`src/design/rgbe_pkg.sv`:
```
// Shared types and constants for the RGBE scanline decoder.
// No dependencies.
package rgbe_pkg;

  localparam logic [2:0] ST_OK        = 3'd0;
  localparam logic [2:0] ST_PIXEL     = 3'd1;
  localparam logic [2:0] ST_WAIT      = 3'd2;
  localparam logic [2:0] ST_BAD_WIDTH = 3'd3;
  localparam logic [2:0] ST_BAD_COUNT = 3'd4;

  localparam logic CFG_WIDTH  = 1'b0;
  localparam logic CFG_HEIGHT = 1'b1;

  localparam int COL_W  = 13;
  localparam int LINE_W = 15;

  typedef struct packed {
    logic       en;
    logic [1:0] plane;
    logic [12:0] col;
  } store_acc_t;

endpackage

```
`src/design/rgbe_f32_conv.sv`:
```
// Converts one RGBE mantissa byte and shared exponent to an IEEE single.
// Depends on rgbe_pkg.
module rgbe_f32_conv import rgbe_pkg::*; (
  input  logic [7:0]  mant,
  input  logic [7:0]  expo,
  output logic [31:0] bits
);

  logic [2:0]  msb;
  logic [8:0]  ex;
  logic [8:0]  ex_adj;
  logic [31:0] frac;
  logic [31:0] denorm;

  always_comb begin
    msb = 3'd0;
    for (int i = 1; i < 8; i++) begin
      if ((mant >> i) != 8'd0) begin
        msb = 3'(i);
      end
    end
    ex     = 9'(expo) + 9'(msb);
    ex_adj = ex - 9'd9;
    frac   = (32'(mant) << (5'd23 - 5'(msb))) & 32'h007f_ffff;
    denorm = 32'(mant) << (6'(expo[3:0]) + 6'd13);
    if (expo == 8'd0 || mant == 8'd0) begin
      bits = 32'd0;
    end else if (ex >= 9'd10) begin
      bits = {1'b0, ex_adj[7:0], frac[22:0]};
    end else begin
      bits = denorm;
    end
  end

endmodule

```
`config.mk`:
```
export PLATFORM = sky130hd
export DESIGN_NAME = rgbe_f32_conv
export DESIGN_NICKNAME = d
export VERILOG_FILES = /design/src/design/rgbe_pkg.sv /design/src/design/rgbe_f32_conv.sv
export SDC_FILE = /design/constraint.sdc
export NUM_CORES = 1
export LEC_CHECK = 0
export ABC_AREA = 1
export BUFFER_PORTS_ARGS = -buffer_cell sky130_fd_sc_hd__clkbuf_2
export CAP_MARGIN = 10
export CORE_MARGIN = 10
export CORE_UTILIZATION = 25
export DETAILED_ROUTE_END_ITERATION = 16
export GPL_TIMING_DRIVEN = 0
export PLACE_DENSITY = 0.45
export RECOVER_POWER = 100
export SLEW_MARGIN = 20
export SYNTH_ARGS = -nofsm -noshare
export SYNTH_HDL_FRONTEND = slang
export SYNTH_SLANG_ARGS = --single-unit
```
`constraint.sdc`:
```
create_clock -name vclk -period 3
set_clock_uncertainty 0.15 [all_clocks]
set_input_delay 0.15 -clock vclk [all_inputs]
set_output_delay 0.15 -clock vclk [all_outputs]
set_load 0.02 [all_outputs]
```
### After elaboration in Yosys (flattened, before gate mapping)

Index checks and enable logic that the tools add are counted.

| storage, ports and cells | value |
|---|---|
| flip-flop bits (word level) | 0 |
| input bits | 16 |
| output and inout bits | 32 |
| word-level logic and storage cells | 25 |

| operators by class | value |
|---|---|
| $add $sub $neg | 4 |
| magnitude comparators | 1 |
| shift operators | 2 |
| muxes and demuxes | 9 |
| reduce and logical (&&, ||, !) cells | 9 |

Operators by type and width:

| kind | number |
|---|---|
| 2-to-1 mux 32 bit | 2 |
| nonzero test 8 bit | 6 |
| left shift 8 x 5 -> 32 bit | 1 |
| left shift 8 x 5 -> 23 bit | 1 |
| zero test 8 bit | 2 |
| 2-to-1 mux 3 bit | 4 |
| adder 8 x 3 -> 9 bit | 1 |
| greater-or-equal comparator 9 x 4 -> 1 bit, second input constant | 1 |
| subtractor 8 x 4 -> 8 bit, second input constant | 1 |
| adder 4 x 4 -> 5 bit, second input constant | 1 |
| subtractor 5 x 3 -> 5 bit, first input constant | 1 |
| 2-to-1 mux 2 bit | 2 |
| logical OR 1 bit | 1 |
| 2-to-1 mux 1 bit | 1 |

### Logic depth before layout (Yosys ltp)

| logic depth | value |
|---|---|
| depth in word-level cells | 12 |
| mapped depth | 25 |
| gate-level depth less buffers | 25 |

### Worst setup path before layout

No wires, ideal clock.

| timing | value |
|---|---|
| path type | input to output |
| from | in mant[6] |
| to | out bits[30] |
| arrival | 2,748 ps |
| data required time | 2,700 ps |
| slack | -48 ps |
| cell stages on the path | 24 |
| buffers on the path | 1 |
| path through | inv_1 nand2_1 nor2_2 nand2_1 nand2_1 nand2_1 inv_1 ha_1 inv_1 fa_1 inv_1 nand2_1 nand2_1 nand2_1 nand2_1 nand2_1 inv_1 o21ai_2 nor2_8 nand2_4 buf_6 nand2_1 nand2_1 nor2_1 |

| on the way | value |
|---|---|
| longest elaborated chain between the ends | 12 |

Ends and longest elaborated chain:

| what | line | text |
|---|---|---|
| start: declaration | rgbe_f32_conv.sv:4 | `input logic [7:0] mant,` |
| nonzero test 8 bit | rgbe_f32_conv.sv:18 | `if ((mant >> i) != 8'd0) begin` |
| 2-to-1 mux 1 bit | rgbe_f32_conv.sv:18 |  |
| 2-to-1 mux 2 bit (2 in a row) | rgbe_f32_conv.sv:18 |  |
| 2-to-1 mux 3 bit (4 in a row) | rgbe_f32_conv.sv:18 |  |
| adder 8 x 3 -> 9 bit | rgbe_f32_conv.sv:22 | `ex = 9'(expo) + 9'(msb);` |
| subtractor 8 x 4 -> 8 bit / greater-or-equal comparator 9 x 4 -> 1 bit (equally long branches) | rgbe_f32_conv.sv:23, rgbe_f32_conv.sv:28 |  |
| 2-to-1 mux 32 bit | rgbe_f32_conv.sv:28 | `end else if (ex >= 9'd10) begin` |
| 2-to-1 mux 32 bit (*) | rgbe_f32_conv.sv:26 | `if (expo == 8'd0 \|\| mant == 8'd0) begin` |
| end: declaration | rgbe_f32_conv.sv:6 | `output logic [31:0] bits` |

Every way passes the cells marked *; elsewhere a longest branch is shown, timed or not.

### Worst setup path after layout

| timing | value |
|---|---|
| from | in mant[1] |
| to | out bits[16] |

| on the way | value |
|---|---|
| longest elaborated chain between the ends | 12 |

Ends and longest elaborated chain:

| what | line |
|---|---|
| nonzero test 8 bit | rgbe_f32_conv.sv:18 |
| 2-to-1 mux 1 bit | rgbe_f32_conv.sv:18 |
| 2-to-1 mux 2 bit (2 in a row) | rgbe_f32_conv.sv:18 |
| 2-to-1 mux 3 bit (4 in a row) | rgbe_f32_conv.sv:18 |
| adder 8 x 3 -> 9 bit / subtractor 5 x 3 -> 5 bit (equally long branches) | rgbe_f32_conv.sv:22, rgbe_f32_conv.sv:24 |
| greater-or-equal comparator 9 x 4 -> 1 bit / left shift 8 x 5 -> 23 bit (equally long branches) | rgbe_f32_conv.sv:28, rgbe_f32_conv.sv:24 |
| 2-to-1 mux 32 bit | rgbe_f32_conv.sv:28 |
| 2-to-1 mux 32 bit (*) | rgbe_f32_conv.sv:26 |

Marked as above.

==> results.md <==
| Step | Quantity | Value |
| --- | --- | --- |
| setup path | Critical path's slowest cell | sky130_fd_sc_hd__fa_2 |
| sta | Final slew viol count | 0 |
| yosys | Distinct cell type count after synthesis | 37 |
| pwr | Switching portion of total power | 0.629 |
| run | Number of violations of the max-capacitance limit | 0 |
| setup path | First element of the critical path | mant[1] |
| pwr | Worst vdd rail ir drop | 0.0598 mV |
| pwr | Total power per unit cell area | 225 nW/um^2 |
| yosys | Fraction of post-synthesis cell area in the top cell type by area | 0.306 |
| setup path | Crit path required time | 2.70 ns |
| setup path | Critical path endpoint category | output port |
| route | Via-to-Cell Ratio | 4.68 |
| cells and area | Fin cells | 548 |
| yosys | Leading post-synthesis cells by cell area | sky130_fd_sc_hd__nand2_1 31%, sky130_fd_sc_hd__nand3_1 17%, sky130_fd_sc_hd__nor2_1 7.4% |
| global routing | Antenna violations before repair | 0 |
| setup path | Setup Crit Path Kind | primary input to output port |
| min path | Sink of the worst hold path | bits[17] |
| setup path | Type of origin of the critical path | primary input |
| global routing | Remaining global-route overflow | 0 |
| clock network | Hold-fix buffers, CTS | 0 |
| die | Die W | 106 um |
| sta | Setup repair after global routing missed its margin | true |
| setup path | Crit Path Max Fanout | 7 |
| sta | Tmin final | 2.88 ns |
| cells and area | Count of clock-net buffers in the final layout | 0 |
| sta | Transition time at the pin with the least slew margin | 0.525 ns |
| pwr | Total power of the final layout | 601 uW |
| min path | Class of the most critical hold timing path | primary input to output port |
| pwr | Clk pwr share | 0 |
| die | Area of the die | 11,300 um^2 |
| min path | Hold path depth | 6 |
| route | Via count | 2,563 |
| cells and area | Commonest non-fill, non-tap cell in the layout | sky130_fd_sc_hd__nand2_1 |
| placed design | Final HPWL from detailed placement | 5710 um |
| route | Overall routed net length | 7130 um |
| pwr | Net Sw Power | 378 uW |
| setup path | Most common cell on crit path | sky130_fd_sc_hd__inv_2 |
| yosys | Post-synthesis cell count | 381 |
| die | I/O Pins | 48 |
| run status | Outcome | finished, final reports clean |
| die | Chip Height | 106 um |
| yosys | Yosys warns | 0 |
| sta | Final Setup Violations | 0 |
| yosys | Post-synthesis sequential area ratio | 0 |
| cells and area | Most frequent cells in the layout | 134 x sky130_fd_sc_hd__nand2_1, 60 x sky130_fd_sc_hd__nand3_1, 36 x sky130_fd_sc_hd__buf_4 |
| placed design | Port buffer count | 43 |
| yosys | Post-synthesis area per instance | 4.90 um^2 |
| placed design | Inst Count DP | 526 |
| pwr | Share of total power in sequential cells | 0 |
| global routing | Pin count of the biggest net entering global routing | 11 |
| min path | Worst Min Path Start | mant[7] |
| route | Antenna viol nets, final | 0 |
| setup path | Critical Path AT | 2.58 ns |
| cells and area | Layout cell share with drive strength beyond 1 | 0.323 |
| route | Number of violations reported at the end of detailed-routing iteration 0 | 105 |
| setup path | Delay of the slowest cell on the worst path | 0.43 ns |
| pwr | Combinational group share of total power | 1.000 |
| die | Standard-cell rows | 31 |
| global routing | Via count of the first global-routing pass | 2,373 |
| global routing | Global-route wire length before repair | 11,300 um |
| sta | Number of endpoints with negative hold slack in the final report | 0 |
| cells and area | Number of antenna repair diodes | 0 |
| cells and area | Net count reported at finish | 475 |
| cells and area | Share of the core filled with cells in the final layout | 0.367 |
| cells and area | Area of the multi-input gates | 1790 um^2 |
| yosys | Netlist Area Pre-Place | 1870 um^2 |
| route | Routed length per placed instance | 13.0 um |
| sta | Highest achievable clock rate | 0.347 GHz |
| route | Number of iterations in the first detailed-routing pass | 4 |
| sta | Fraction of the cycle the final worst path needs | 0.960 |
| die | Effective utilization at floorplan | 0.257 |
| pwr | Internal portion of total power | 223 uW |
| cells and area | Layout fillers | 826 |
| yosys | Cell type with the highest aggregate area in the netlist | sky130_fd_sc_hd__nand2_1 |
| cells and area | Register area | 0 um^2 |
| global routing | Total routing resource utilization after global routing | 0.115 |
| die | Area inside the core boundary | 7250 um^2 |
| cells and area | Area growth from synthesis to final layout | 42.7% |
| cells and area | Count of sequential standard cells | 0 |
| placed design | Placer congestion estimate | 0.895 |
| route | Number of design rule violations left after detail routing | 0 |
| pwr | Leakage component of the power | 1.45 nW |
| setup path | Critical Path, Cell by Cell | clkbuf_2 > inv_2 > o21ai_2 > nand2_2 > nand2_2 > nand2_4 > inv_4 > ha_4 > inv_2 > fa_2 > inv_2 > ha_4 > inv_2 > nor3_4 > nand3_4 > nand2_4 > buf_6 > nand3_1 > nand2_1 > clkbuf_2 |
| sta | Headroom to the max-slew limit | 0.646 |
-- cell usage after synthesis (2+ instances only) --
master                     number
sky130_fd_sc_hd__o21ai_0       18
sky130_fd_sc_hd__buf_2          6
sky130_fd_sc_hd__nand3_2        2
sky130_fd_sc_hd__clkbuf_1       3
sky130_fd_sc_hd__clkinv_1       2
sky130_fd_sc_hd__xor2_1         5
sky130_fd_sc_hd__nand2_2        2
sky130_fd_sc_hd__nor2_2         4
sky130_fd_sc_hd__nor4_1         2
sky130_fd_sc_hd__nand2_1      152
sky130_fd_sc_hd__nor3_2         2
sky130_fd_sc_hd__nand3_1       62
sky130_fd_sc_hd__nand2_4        3
sky130_fd_sc_hd__ha_1           7
sky130_fd_sc_hd__inv_1         36
sky130_fd_sc_hd__buf_4          6
sky130_fd_sc_hd__inv_2          3
sky130_fd_sc_hd__nor2_1        37
sky130_fd_sc_hd__nand4_1        9
sky130_fd_sc_hd__nor2_8         2
sky130_fd_sc_hd__or2_2          2
-- worst max-delay path: cells and delay by family --
family / cells / cell delay [ns]
buf+inv: 8 / 0.72
fa+ha+maj: 3 / 0.68
compound gates: 1 / 0.14
simple gates: 8 / 0.87
-- cell type report --
type | count | share of cell area
plain buffers | 16 | 0.0423
multi-input cells | 327 | 0.673
repair buffers | 65 | 0.173
inverters | 41 | 0.0648
well taps | 99 | 0.0465
-- repair_timing --
item / in CTS / in global routing
pin swaps: 9 / 13
setup endpoints to repair: 28 / 28
setup buffers: 13 / 6
cloned: 2 / 1
resized for setup: 48 / 62
-- metrics by stage --
stage | instance area (um^2) | hold WS (ns) | TNS (ns) | worst slack (ns)
floorplan | 1890 | 0.449 | -0.316 | -0.0316
global placement | 2230 | 0.753 | -15.54 | -0.625
detailed placement | 2230 | 0.734 | -15.65 | -0.614
CTS | 2480 | 0.734 | 0 | 0.0139
global route | 2660 | 0.782 | -0.648 | -0.0490
finish | 2660 | 0.738 | 0 | 0.119
-- per-layer routing --
metal / global-route usage / part of all wire / up-vias
met5: 0 / 0 / -
met4: 0.00290 / 0.0029 / 0
met3: 0.0133 / 0.056 / 2
met2: 0.196 / 0.46 / 64
met1: 0.158 / 0.48 / 1143
li1: - / - / 1354
-- power by group through the flow --
stage          registers [mW]  logic [mW]  clock network, mW
4_1_cts                     0       0.549                  0
2_1_floorplan               0       0.363                  0
3_5_place_dp                0       0.502                  0
5_1_grt                     0       0.667                  0
3_3_place_gp                0       0.505                  0
6_report                    0       0.601                  0
-- kinds of logic (layout without fill, tap and decap cells) --
logic type	after synthesis	in the layout	share of synthesized area
other	1	4	0.00201
AO/OA/AOI/OAI	25	25	0.0804
XOR/XNOR	6	6	0.0281
buffers and inverters	57	122	0.135
adder cells (fa/ha/maj)	8	8	0.0576
AND/OR/NAND/NOR	284	284	0.697
-- worst max-delay path by stage --
stage	endpoint	cells after the start
floorplan	bits[10]	22
global placement	bits[19]	24
detailed placement	bits[19]	24
CTS	bits[30]	26
global route	bits[25]	21
finish	bits[16]	20
No activity file was read; power rests on OpenSTA's default activity.
